### config.mk
export PLATFORM = sky130hd
export DESIGN_NAME = vad_sqrt
export DESIGN_NICKNAME = d
export VERILOG_FILES = /design/src/hdl/vector_angle_degrees_top_defines.svh /design/src/hdl/vad_pkg.sv /design/src/hdl/vad_sqrt.sv
export SDC_FILE = /design/constraint.sdc
export NUM_CORES = 2
export LEC_CHECK = 0
export BUFFER_PORTS_ARGS = -buffer_cell sky130_fd_sc_hd__buf_2
export CAP_MARGIN = 20
export CORE_MARGIN = 5
export CORE_UTILIZATION = 35
export CTS_BUF_LIST = sky130_fd_sc_hd__clkbuf_8
export DETAILED_ROUTE_END_ITERATION = 10
export PLACE_DENSITY_LB_ADDON = 0.05
export SLEW_MARGIN = 20
export SYNTH_ARGS = -nofsm -noshare
export SYNTH_HDL_FRONTEND = slang
export SYNTH_SLANG_ARGS = --single-unit
### constraint.sdc
create_clock -name clk -period 18.4 [get_ports clk]
set_input_delay 1.84 -clock clk [delete_from_list [all_inputs] [get_ports clk]]
set_output_delay 1.84 -clock clk [all_outputs]
set_load 0.05 [all_outputs]
### src/hdl/vector_angle_degrees_top_defines.svh
// Assertion macros used by the angle pipeline top module.
`ifndef VECTOR_ANGLE_DEGREES_TOP_DEFINES_SVH
`define VECTOR_ANGLE_DEGREES_TOP_DEFINES_SVH

// Checked on every clock edge once reset is released.
`define VAD_ASSERT(label, prop, msg) \
    label: assert property (@(posedge clk) disable iff (!rst_n) prop) else $error(msg);

// Checked on every clock edge, reset included.
`define VAD_ASSERT_ALWAYS(label, prop, msg) \
    label: assert property (@(posedge clk) prop) else $error(msg);

`endif

### src/hdl/vad_pkg.sv
// Shared types, constants and the arctangent table of the vector angle pipeline.
package vad_pkg;

    localparam int COMP_W       = 16;
    localparam int ANGLE_FRAC   = 24;
    localparam int CORDIC_STEPS = 24;
    localparam int SQRT_STEPS   = 32;

    localparam logic signed [33:0] DEG90_Q24  = 34'sd1509949440;
    localparam logic signed [33:0] DEG180_Q24 = 34'sd3019898880;

    // atan(2^-i) in degrees, 24 fraction bits, rounded to nearest.
    localparam logic [31:0] ATAN_Q24 [CORDIC_STEPS] = '{
        32'd754974720, 32'd445687602, 32'd235489089, 32'd119537938,
        32'd60000934,  32'd30029717,  32'd15018523,  32'd7509719,
        32'd3754917,   32'd1877466,   32'd938734,    32'd469367,
        32'd234684,    32'd117342,    32'd58671,     32'd29335,
        32'd14668,     32'd7334,      32'd3667,      32'd1833,
        32'd917,       32'd458,       32'd229,       32'd115
    };

    // Control that travels with each item down the pipeline.
    typedef struct packed {
        logic valid;
        logic invalid;  // one of the vectors is all zero
        logic neg;      // dot product is negative
    } side_t;

endpackage

### src/hdl/vad_sqrt.sv
// Integer square root, two result bits per pipeline stage.
module vad_sqrt
    import vad_pkg::*;
(
    input  logic        clk,
    input  logic        rst_n,
    input  logic        en,
    input  side_t       in_side,
    input  logic [63:0] in_q,
    input  logic [59:0] in_m,
    output side_t       side,
    output logic [31:0] c,
    output logic [59:0] m
);

    localparam int STAGES = SQRT_STEPS / 2;

    side_t       s_reg [STAGES];
    logic [63:0] v_reg [STAGES];
    logic [63:0] r_reg [STAGES];
    logic [59:0] m_reg [STAGES];

    for (genvar s = 0; s < STAGES; s++)
    begin : g_stage
        side_t       s_prev;
        logic [63:0] v_prev, r_prev, v_next, r_next, bb, vt, rt;
        logic [59:0] m_prev;

        if (s == 0)
        begin : g_first
            assign s_prev = in_side;
            assign v_prev = in_q;
            assign r_prev = '0;
            assign m_prev = in_m;
        end
        else
        begin : g_rest
            assign s_prev = s_reg[s-1];
            assign v_prev = v_reg[s-1];
            assign r_prev = r_reg[s-1];
            assign m_prev = m_reg[s-1];
        end

        always_comb
        begin
            vt = v_prev;
            rt = r_prev;
            for (int t = 0; t < 2; t++)
            begin
                bb = 64'd1 << (62 - 2 * (2 * s + t));
                if (vt >= rt + bb)
                begin
                    vt = vt - (rt + bb);
                    rt = (rt >> 1) + bb;
                end
                else
                begin
                    rt = rt >> 1;
                end
            end
            v_next = vt;
            r_next = rt;
        end

        always_ff @(posedge clk or negedge rst_n)
        begin
            if (!rst_n)
                s_reg[s] <= '0;
            else if (en)
                s_reg[s] <= s_prev;
        end

        always_ff @(posedge clk)
        begin
            if (en)
            begin
                v_reg[s] <= v_next;
                r_reg[s] <= r_next;
                m_reg[s] <= m_prev;
            end
        end
    end

    assign side = s_reg[STAGES-1];
    assign c    = r_reg[STAGES-1][31:0];
    assign m    = m_reg[STAGES-1];

endmodule

## Word-level counts from Yosys, hierarchy flattened

Memory sizes are Yosys's and may differ from the RTL's.
Cells that the tools add are included.
Widths: inputs -> output; s select.

| word-level totals | value |
|---|---|
| ROM bits | 0 |
| input bits | 130 |
| output and inout port bits | 95 |
| latch bits | 0 |
| memories kept | 3 |
| flip-flop bits (word level) | 48 |
| word-level logic and storage cells | 243 |
| memory bits (writable) | 3008 |

Memory list:

| name | words | width | read ports | clocked after memory_dff | wr ports | RTL line | RTL |
|---|---|---|---|---|---|---|---|
| r_reg | 16 | 64 | 16 | 0 | 16 | vad_sqrt.sv:20 | `logic [63:0] r_reg [STAGES];` |
| v_reg | 16 | 64 | 15 | 0 | 16 | vad_sqrt.sv:19 | `logic [63:0] v_reg [STAGES];` |
| m_reg | 16 | 60 | 16 | 0 | 16 | vad_sqrt.sv:21 | `logic [59:0] m_reg [STAGES];` |

| cells by class | value |
|---|---|
| divide/modulo/power cells | 0 |
| order comparisons | 32 |
| shifts and indexed selects | 0 |
| reduce and logical (&&, ||, !) cells | 0 |
| bitwise logic cells | 0 |
| $add $sub $neg | 94 |
| equal/unequal tests | 0 |
| multiply operators | 0 |
| mux-type cells | 66 |

Operators by type and width:

| kind | count |
|---|---|
| $mux 64 | 63 |
| $ge 64x64->1 | 31 |
| $sub 64x64->64 | 31 |
| $add 63x1->64 const B | 1 |
| $add 63x11->64 const B | 1 |
| $add 63x13->64 const B | 1 |
| $add 63x15->64 const B | 1 |
| $add 63x17->64 const B | 1 |
| $add 63x19->64 const B | 1 |
| $add 63x21->64 const B | 1 |
| $add 63x23->64 const B | 1 |
| $add 63x25->64 const B | 1 |
| $add 63x27->64 const B | 1 |
| $add 63x29->64 const B | 1 |
| $add 63x3->64 const B | 1 |
| $add 63x31->64 const B | 1 |
| $add 63x33->64 const B | 1 |
| $add 63x35->64 const B | 1 |
| $add 63x37->64 const B | 1 |
| $add 63x39->64 const B | 1 |
| $add 63x41->64 const B | 1 |
| $add 63x43->64 const B | 1 |
| $add 63x45->64 const B | 1 |
| $add 63x47->64 const B | 1 |
| 45 further kinds | 46 |

## Logic depth before layout (Yosys ltp)

An unclocked memory read counts as a cell.

| depth | value |
|---|---|
| depth in word-level cells | 7 |
| depth in mapped cells | 32 |

## Worst setup path before layout

OpenSTA, ideal clock, no wires.

| timing path | value |
|---|---|
| path type | register to register |
| from | mem v_reg[13][11], in the netlist v_reg[1][331] |
| to | mem v_reg[14][59], in the netlist v_reg[1][443], data pin |
| clock period less this slack | 6942 ps |
| cell stages (with the launch flop) | 27 |
| data required time | 18134 ps |
| setup time | 266 ps |
| arrival | 6676 ps |
| slack | 11458 ps |
| path through | edfxtp_1 ha_1 and2_1 a221oi_1 a211oi_1 o41ai_1 nand3_1 inv_2 buf_2 buf_2 buf_1 o21ai_0 ha_1 clkbuf_1 and3_1 nand2_1 nor4b_1 o2111ai_1 a211o_1 a21oi_1 nand3b_1 and4b_1 buf_2 or3_1 clkbuf_1 nor3_1 xor2_1 |

RTL lines:

| what | RTL line |
|---|---|
| start, declared | vad_sqrt.sv:19 |

==> results.yml <==
outcome:
  status: "finished clean"
timing:
  hold_violations: 0
  finClkSkew_ps: 90.81
  fin_setup_tns_ps: 0
  finalCriticalPeriod_ps: 9286
  whs_ps: 376.8
  rsz0062_at_grt: "no"
  maxSlewHeadroom: 0.1819
  max_freq_mhz: 107.7
  setup_viol: 0
  period_share: 0.5047
  worst_slew_pin_slew_ps: 1216
  drv_slew: 0
clocking:
  cts_hold_buffers: 0
  cts_root_buffer: "clkbuf_8"
  tritoncts: "done"
  h-tree-depth: 5
  cts_setup_buffers: 0
  clkTransAtPathRegs_ps: 60
  cts_resized: 0
  clock_path_buffers: 4
  clock-sinks: 2240
  clk_latency_ps: 1070
  cts_buffers: 402
logic_synthesis:
  synth_most_common_cell: "edfxtp_1"
  yosys.area_share.simple: 0.1312
  synth_edf_count: 2192
  synth_nets: 10300
  netlist_top_cells_area: "edfxtp_1 58%, ha_1 6.3%, xnor2_1 3.9%"
  ys.flop_type: "edfxtp_1"
  synth_top_family_by_area: "simple AND/OR/NAND/NOR gates"
  seq_area_frac_synth: 0.5856
  synth_area_per_cell_um2: 11.92
  synth-compound-area-share: 0.1180
  ys_types: 108
  synth_common_cells: "2192 x edfxtp_1, 734 x nor2_1, 708 x a21oi_1"
  netlist_area_um2: 114400
  yosys.area.top_type: "edfxtp_1"
  yosys_warnings: 0
  synthArstFlopShare: 0.02143
  synth_adder_area_share: 0.06264
  synth_top_area_frac: 0.5751
  syn_inst: 9598
  synthMuxAreaShare: 0.01351
  synth-seq-cells: 2240
  synth_xor_area_frac: 0.06359
worst_hold_path:
  min_path_type: "reg2reg"
setup_path:
  end_kind: "flip-flop"
  path_common_cell: "buf_4"
  cp_top_family: "simple AND/OR/NAND/NOR gates"
  worst-path-max-fanout: 45
  cp-start-kind: "flip-flop"
  max_stage_delay_ps: 800
  required_ps: 19200
  cp.arrival_ps: 10090
  critPathKind: "reg2reg"
  crit_buf_inv: 6
  crit_path_top_delay_cell: "nor4_1"
detailed_routing:
  drt-vias-per-instance: 5.242
  wirelength_um: 323100
  first_iter_violations: 5180
  ant_nets: 0
  vias: 77090
  first_pass_iters: 5
  wl_per_cell_um: 21.97
  drc: 0
job:
  cap_viol_max_count: 0
place:
  place_inst: 13990
  place_congestion: 0.8905
  dp_hpwl_um: 244600
  port_buffers: 224
global_routing:
  grt_pass1_wl_um: 486100
  antenna_found_initial: 11
  grt_start_max_net_pins: 190
  grt_overflow: 0
  grt_usage: 0.1843
  grt_pass1_vias: 77200
floorplanning:
  die-area_um2: 338500
  core_area_um2: 326300
  fp-row-count: 210
  initial_core_util: 0.3507
  die_w_um: 581.8
  dieHeight_um: 581.8
  design.portCount: 225
finish:
  fillerInstances: 31630
  seqCellArea_um2: 67020
  final_layout_size_suffix_gt1_frac: 0.09844
  final_cells: 14700
  fin_util: 0.3922
  nets: 10750
  multi_input_area_um2: 44560
  area_growth_pct: 11.84
power:
  p_leak_nw: 47.95
  ir_drop_uv: 66.02
  power.total_w: 0.01790
  p_per_area_nw_per_um2: 139.8
layout make-up:
class | count | share of cell area
sequential | 2240 | 0.5236
multi-input combinational | 6602 | 0.3481
clock buffer | 408 | 0.04387
tap | 4346 | 0.04248
inverter | 509 | 0.01493
clock inverter | 305 | 0.01363
timing repair buffer | 288 | 0.01324
antenna | 6 | 0.0001173
logic make-up (layout without fill, tap and decap cells):
family / Yosys count / count (layout)
other cells: 0 / 6
mux: 140 / 140
flops: 2240 / 2240
fa+ha+maj: 573 / 573
xor+xnor: 831 / 831
simple gates: 2947 / 2947
buf+inv: 756 / 1510
compound gates: 2111 / 2111
cell usage in the layout, fill, tap and decap left out, types with 91 or more instances in the layout:
cell type / instances
edfxtp_1: 2192
nor2_1: 734
a21oi_1: 708
nand2_1: 691
inv_1: 635
ha_1: 573
xnor2_1: 511
clkbuf_8: 408
o21ai_0: 394
xor2_1: 320
a21o_1: 292
nor4_1: 241
buf_2: 222
nor3_1: 216
nand3_1: 192
nand4_1: 175
mux2_2: 114
clkinv_1: 99
o21a_1: 91
layer usage:
metal	vias up	global-route usage	routed length, um
met5	-	0	0
met4	0	0.04948	8411
met3	472	0.02590	13380
met2	1693	0.3112	154400
met1	37750	0.2486	146900
li1	37170	-	-
worst paths after layout:
kind	from	end	slack (ps)	depth (start not counted)
hold reg to reg	m_reg[0][105]$_DFFE_PP_	m_reg[1][45]$_DFFE_PP_	380	0
max in group asynchronous	rst_n	g_stage[10].s_prev[0]$_DFFE_PN0P_	17160	1
min in group asynchronous	rst_n	side[2]$_DFFE_PN0P_	830	1
hold / removal	m_reg[0][105]$_DFFE_PP_	m_reg[1][45]$_DFFE_PP_	380	0
setup reg to reg	v_reg[1][336]$_DFFE_PP_	v_reg[1][446]$_DFFE_PP_	9110	25
setup / recovery	v_reg[1][336]$_DFFE_PP_	v_reg[1][446]$_DFFE_PP_	9110	25
per-stage QoR:
stage | instance area (um^2) | worst slack, ps
floorplan | 114400 | 11460
global placement | 120600 | 9461
detailed placement | 120600 | 9383
CTS | 128000 | 9338
global route | 128000 | 8556
finish | 128000 | 9114
power breakdown:
part           internal (W)  leakage [nW]  switching, W
Sequential          0.00652          21.8      0.000538
Clock               0.00225          4.25       0.00210
Combinational       0.00249          21.9       0.00399
No activity file was read; power rests on OpenSTA's default activity.
