$ cat src/hdl/vector_angle_degrees_top_defines.svh
// Assertion macros used by the angle pipeline top module.
`ifndef VECTOR_ANGLE_DEGREES_TOP_DEFINES_SVH
`define VECTOR_ANGLE_DEGREES_TOP_DEFINES_SVH

// Checked on every clock edge once reset is released.
`define VAD_ASSERT(label, prop, msg) \
    label: assert property (@(posedge clk) disable iff (!rst_n) prop) else $error(msg);

// Checked on every clock edge, reset included.
`define VAD_ASSERT_ALWAYS(label, prop, msg) \
    label: assert property (@(posedge clk) prop) else $error(msg);

`endif

$ cat src/hdl/vad_pkg.sv
// Shared types, constants and the arctangent table of the vector angle pipeline.
package vad_pkg;

    localparam int COMP_W       = 16;
    localparam int ANGLE_FRAC   = 24;
    localparam int CORDIC_STEPS = 24;
    localparam int SQRT_STEPS   = 32;

    localparam logic signed [33:0] DEG90_Q24  = 34'sd1509949440;
    localparam logic signed [33:0] DEG180_Q24 = 34'sd3019898880;

    // atan(2^-i) in degrees, 24 fraction bits, rounded to nearest.
    localparam logic [31:0] ATAN_Q24 [CORDIC_STEPS] = '{
        32'd754974720, 32'd445687602, 32'd235489089, 32'd119537938,
        32'd60000934,  32'd30029717,  32'd15018523,  32'd7509719,
        32'd3754917,   32'd1877466,   32'd938734,    32'd469367,
        32'd234684,    32'd117342,    32'd58671,     32'd29335,
        32'd14668,     32'd7334,      32'd3667,      32'd1833,
        32'd917,       32'd458,       32'd229,       32'd115
    };

    // Control that travels with each item down the pipeline.
    typedef struct packed {
        logic valid;
        logic invalid;  // one of the vectors is all zero
        logic neg;      // dot product is negative
    } side_t;

endpackage

$ cat src/hdl/vad_norm.sv
// Normalization: scales the squared cross norm by 4^k and the dot magnitude by 2^k.
module vad_norm
    import vad_pkg::*;
(
    input  logic        clk,
    input  logic        rst_n,
    input  logic        en,
    input  side_t       in_side,
    input  logic [63:0] in_q,
    input  logic [31:0] in_m,
    output side_t       side,
    output logic [63:0] qs,
    output logic [59:0] ms
);

    side_t       sf_reg, sg_reg;
    logic [63:0] qf_reg, qs_reg;
    logic [31:0] mf_reg;
    logic [59:0] ms_reg;
    logic [6:0]  blq_reg, blq_next;
    logic [5:0]  blm_reg, blm_next;
    logic [5:0]  kq, km, k;

    always_comb
    begin
        blq_next = '0;
        blm_next = '0;
        for (int i = 0; i < 64; i++)
            if (in_q[i])
                blq_next = 7'(i + 1);
        for (int i = 0; i < 32; i++)
            if (in_m[i])
                blm_next = 6'(i + 1);
    end

    // Shifting stops at the first k with q*4^k >= 2^60 or m*2^k >= 2^59, or at 32.
    always_comb
    begin
        if (blq_reg == '0)
            kq = 6'd32;
        else if (blq_reg >= 7'd61)
            kq = '0;
        else
            kq = 6'((7'd62 - blq_reg) >> 1);
        if (blm_reg == '0)
            km = 6'd32;
        else
            km = 6'(7'd60 - 7'(blm_reg));
        k = (kq < km) ? kq : km;
    end

    always_ff @(posedge clk or negedge rst_n)
    begin
        if (!rst_n)
        begin
            sf_reg <= '0;
            sg_reg <= '0;
        end
        else if (en)
        begin
            sf_reg <= in_side;
            sg_reg <= sf_reg;
        end
    end

    always_ff @(posedge clk)
    begin
        if (en)
        begin
            qf_reg  <= in_q;
            mf_reg  <= in_m;
            blq_reg <= blq_next;
            blm_reg <= blm_next;
            qs_reg  <= qf_reg << {k, 1'b0};
            ms_reg  <= 60'(mf_reg) << k;
        end
    end

    assign side = sg_reg;
    assign qs   = qs_reg;
    assign ms   = ms_reg;

endmodule

$ cat config.mk
export PLATFORM = sky130hd
export DESIGN_NAME = vad_norm
export DESIGN_NICKNAME = d
export VERILOG_FILES = /design/src/hdl/vector_angle_degrees_top_defines.svh /design/src/hdl/vad_pkg.sv /design/src/hdl/vad_norm.sv
export SDC_FILE = /design/constraint.sdc
export NUM_CORES = 1
export LEC_CHECK = 0
export ABC_AREA = 1
export BUFFER_PORTS_ARGS = -buffer_cell sky130_fd_sc_hd__buf_2
export CORE_ASPECT_RATIO = 2
export CORE_MARGIN = 2
export CORE_UTILIZATION = 25
export DETAILED_ROUTE_END_ITERATION = 16
export MAX_ROUTING_LAYER = met4
export PLACE_DENSITY = 0.4
export SKIP_CTS_REPAIR_TIMING = 1
export SLEW_MARGIN = 15
export SYNTH_ARGS = -nofsm -noshare
export SYNTH_HDL_FRONTEND = slang
export SYNTH_SLANG_ARGS = --single-unit
$ cat constraint.sdc
create_clock -name clk -period 6.38 [get_ports clk]
set_input_delay 0.957 -clock clk [delete_from_list [all_inputs] [get_ports clk]]
set_output_delay 0.957 -clock clk [all_outputs]
set_load 0.03 [all_outputs]
After elaboration in Yosys (flattened, before gate mapping). Cells that the tools add are included.

Flip-flop bits (word level): 239. Input bits: 102.

Add/sub/neg operators: 2. $lt $le $gt $ge: 2. Shift-type cells: 2. Multiplexer cells: 98. Reductions and logical operators: 2.

Operators with widths (count): two-way mux 7 bit (60); two-way mux 6 bit (34); left shift 64 x 7 -> 64 bit (1); left shift 32 x 6 -> 60 bit (1); >= comparator 7 x 6 -> 1 bit, second input constant (1); logical NOT 7 bit (1); subtractor 6 x 7 -> 7 bit, first input constant (1); logical NOT 6 bit (1); less-than comparator 6 bit (1); subtractor 6 bit, first input constant (1); two-way mux 2 bit (2); two-way mux 1 bit (2).

Depth between registers and ports, before layout.
Depth after elaboration: 63. Gate-level depth with buffers: 63.

Worst setup path after synthesis. OpenSTA, ideal clock, no wires.

Path type: input to register. Start point: in in_q[1]. End point: reg blq_reg[0] (data pin). Setup time: 0.253 ns. Arrival time: 3.571 ns. Data required time: 6.127 ns. Slack: 2.556 ns. Stages: 63. Path buffers: 0. Cells stage by stage: inv_1 > nand2_1 > nand2_1 > nand2_1 > nand2_1 > nand2_1 > nand2_1 > nand2_1 > nand2_1 > nand2_1 > nand2_1 > nand2_1 > nand2_1 > nand2_1 > nand2_1 > nand2_1 > nand2_1 > nand2_1 > (+27 left out) > nand2_1 > nand2_1 > nand2_1 > nand2_1 > nand2_1 > nand2_1 > nand2_1 > nand2_1 > nand2_1 > nand2_1 > nand2_1 > nand2_1 > nand2_1 > nand2_1 > nand2_1 > nand2_1 > nand2_1 > a21oi_2.

Longest elaborated chain between the ends: 62.

RTL lines: from (decl) (RTL line vad_norm.sv:9) `input logic [63:0] in_q,`; two-way mux 2 bit (2 in a row) (RTL line vad_norm.sv:29) `if (in_q[i])`; two-way mux 7 bit (60 in a row) (RTL line vad_norm.sv:29); to (signal assigned) (RTL line vad_norm.sv:72) `blq_reg <= blq_next;`; to (decl) (RTL line vad_norm.sv:20) `logic [6:0] blq_reg, blq_next;`.

Every way passes these cells. A chain may end at the register's enable or synchronous reset.

Worst setup path after layout.
Start point: reg blq_reg[0]. End point: reg qs_reg[63], in the netlist qs[63] (data pin).

Longest elaborated chain between the ends: 6. Elaborated cells between the ends (all ways): 8. Classes of those cells: 1 x add/sub; 2 x order compare; 1 x shift; 3 x mux; 1 x reduce/logical.

RTL lines: subtractor 6 x 7 -> 7 bit / >= comparator 7 x 6 -> 1 bit (equally long branches) (RTL line vad_norm.sv:44, vad_norm.sv:41); two-way mux 6 bit (RTL line vad_norm.sv:41) `else if (blq_reg >= 7'd61)`; two-way mux 6 bit * (RTL line vad_norm.sv:39) `if (blq_reg == '0)`; less-than comparator 6 bit (RTL line vad_norm.sv:49) `k = (kq < km) ? kq : km;`; two-way mux 6 bit * (RTL line vad_norm.sv:49); left shift 64 x 7 -> 64 bit * (RTL line vad_norm.sv:74) `qs_reg <= qf_reg << {k, 1'b0};`; to (signal assigned) (RTL line vad_norm.sv:74); to (decl) (RTL line vad_norm.sv:17) `logic [63:0] qf_reg, qs_reg;`.

Every way passes the cells marked *; elsewhere a longest branch is shown, timed or not.

==> out/metrics.cfg <==
[placement]
post-place-cells=2613
port_buffers=228
place.gp.congestion=0.888
dp_hpwl_um=39400

[global_routing]
grt_pass1_wl_um=75600
antenna_found_initial=5
grt_start_max_net_pins=150
grt_pass1_vias=12357
grt-ovfl-total=0
grt.total_usage=0.176

[clock_tree]
cts_tree=done
worstSkewPairLatency_ns=0.56
cts_sinks=239
clock-root-buffer=clkbuf_16
clockBufferDepth=3
h-tree-depth=1
numCtsBuffers=24
clk_pin_slew_ns=0.07

[power_and_ir_drop]
clockPowerShare=0.209
switching_share=0.447
internal_power_uw=3810
seqPwrFrac=0.329
p_leak_uw=0.00741
pwr-share-comb=0.462
power.switching_uw=3080
p_per_area_mw_per_mm2=412
ir_drop_uv=206

[yosys]
synth-edff-count=233
synth_area_mm2=0.0140
synth_top_area_cell=edfxtp_1
yosysSeqAreaShare=0.510
async_reset_ff_frac=0.0251
yosysWarnings=0
synth-seq-cells=239
syn_inst=1711
postSynthAreaPerCell_um2=8.19
synth.area.top_cells=edfxtp_1, nand2_1, o21ai_1, inv_1, nor2_1
ys.flop_type=edfxtp_1
yosys.cell_types.count=44
syn-num-nets=1822
synth_top_area_frac=0.499

[finish]
fin_nets=2006
most-common-layout-cells=nand2_1, edfxtp_1, buf_2
n_fill_cell=5987
multi_input_area_mm2=0.00571
area_delta_synth_final_pct=19.5
fin_cells=2662
layout_commonest_cell=nand2_1
seqCellArea_mm2=0.00715
drive_gt1_frac=0.167

[setup_path]
crit_path_max_fanout=61
critical_path.startpoint_type=flop
r2r-end=qs[63]$_SDFFCE_PP0P_
crit_path_end=qs[63]$_SDFFCE_PP0P_
critPathLaunch=blq_reg[0]$_SDFFCE_PP0P_
r2r_start=blq_reg[0]$_SDFFCE_PP0P_
cp.arrival_ns=5.11
reg2reg_slack_ns=1.52
critPathKind=reg2reg
cp.required_ns=6.64
reg2reg_depth=17
critPathCaptureType=flop

[route]
drt_iter0_drc=872
vias_per_cell=4.61
drc=0
firstDrtPassIters=5
vias=12261
wire_per_inst_um=18.7
ant_nets=0
routed_wl_um=49700

[floorplan]
fp.dieH_um=339
initial_core_util=0.253
rows=122
core_mm2=0.0554
die_w_um=171
ioPinCount=229
dieArea_mm2=0.0581

[sta]
finalHoldViolCount=0
timing.slew.headroom=0.383
worstMarginPinSlew_ns=0.924
layout_min_cycle_time_ns=4.86
fin_crit_sh=0.761
fin_worst_skew_ns=0.0163
max_freq_ghz=0.206
rsz0062_at_grt=no
setup_violations=0
fin_setup_tns_ns=0
slew_violations=0

[min_path]
hp-class=in2async

[outcome]
status=completed

[job]
maxCapViolations=0

cells in the mapped netlist (6+ instances only):
master	number
clkbuf_1	50
o21ai_1	170
nand2_1	451
nand3_1	26
ha_1	9
edfxtp_1	233
o21ai_0	109
buf_2	34
or2_0	10
dfrtp_1	6
or2_1	10
o21a_1	7
inv_2	19
a21oi_1	19
or3_1	8
nor2_1	177
nor4_1	7
o22ai_1	25
o221ai_1	32
a31oi_1	8
nor3_1	26
inv_1	188
buf_1	9
mux2i_1	41
how the worst min path moves through the flow:
stage                             to  slack (ns)  depth (start not counted)
6_report         side[2]$_DFFE_PN0P_        0.22                          1
5_1_grt        sf_reg[2]$_DFFE_PN0P_        0.21                          1
4_1_cts          side[2]$_DFFE_PN0P_        0.19                          1
3_5_place_dp     side[0]$_DFFE_PN0P_        0.52                          2
3_3_place_gp     side[1]$_DFFE_PN0P_        0.50                          2
2_1_floorplan    side[2]$_DFFE_PN0P_        0.48                          2
through the flow:
stage / utilization / cell area, um2 / worst slack (ns) / hold slack, ns / total power [uW]
after floorplan: - / 14000 / 2.56 / 0.478 / 4390
after global placement: 0.288 / 16000 / 1.49 / 0.502 / 5540
after detailed placement: 0.288 / 16000 / 1.53 / 0.515 / 5530
after CTS: 0.302 / 16700 / 1.51 / 0.191 / 7000
after global routing: 0.302 / 16700 / 0.972 / 0.208 / 7360
final: 0.302 / 16700 / 1.52 / 0.219 / 6900
power groups by stage:
stage	Clock (uW)	Sequential (uW)	Combinational (uW)
floorplan	0	2740	1650
global placement	0	2310	3230
detailed placement	0	2310	3220
CTS	1490	2280	3230
global route	1530	2300	3530
finish	1440	2270	3190
area by class of cell:
cell class / count / share of cell area
Multi-Input combinational cell: 1169 / 0.341
Inverter: 209 / 0.0477
Clock inverter: 17 / 0.00881
Antenna cell: 5 / 0.000747
Timing Repair Buffer: 252 / 0.0817
Sequential cell: 239 / 0.427
Tap cell: 744 / 0.0556
Clock buffer: 27 / 0.0378
critical path: stages, from the launching register on:
cell,delay (ns)
edfxtp_1,0.45
ha_1,0.23
o31ai_1,0.36
nand3_2,0.16
nor2_1,0.25
ha_1,0.28
o21a_1,0.10
o2111ai_1,0.17
nand3_1,0.09
buf_4,0.20
o21ai_4,0.15
buf_4,0.48
buf_4,0.60
nand2_1,0.18
nand3_1,0.12
o21ai_0,0.15
o21ai_1,0.37
o221ai_1,0.16
kinds of logic after synthesis:
kind of cell               count (synthesis)  share of synthesized area
adders and majority gates                  9                    0.00804
xor gates and xnor gates                   5                    0.00313
muxes                                     41                     0.0293
buffers and inverters                    303                     0.0855
and+or+nand+nor                          722                      0.206
AOI/OAI and AO/OA                        392                      0.158
DFF                                      239                      0.510
routing by layer:
metal,share of wire,wire length (um),track usage,vias up
met1,0.42,21100,0.211,5728
met3,0.048,2370,0.0231,74
li1,-,-,-,6128
met2,0.49,24200,0.295,331
met4,0.041,2050,0.0726,0
met5,0,0,-,-
Power figures use the tool's default switching activity.
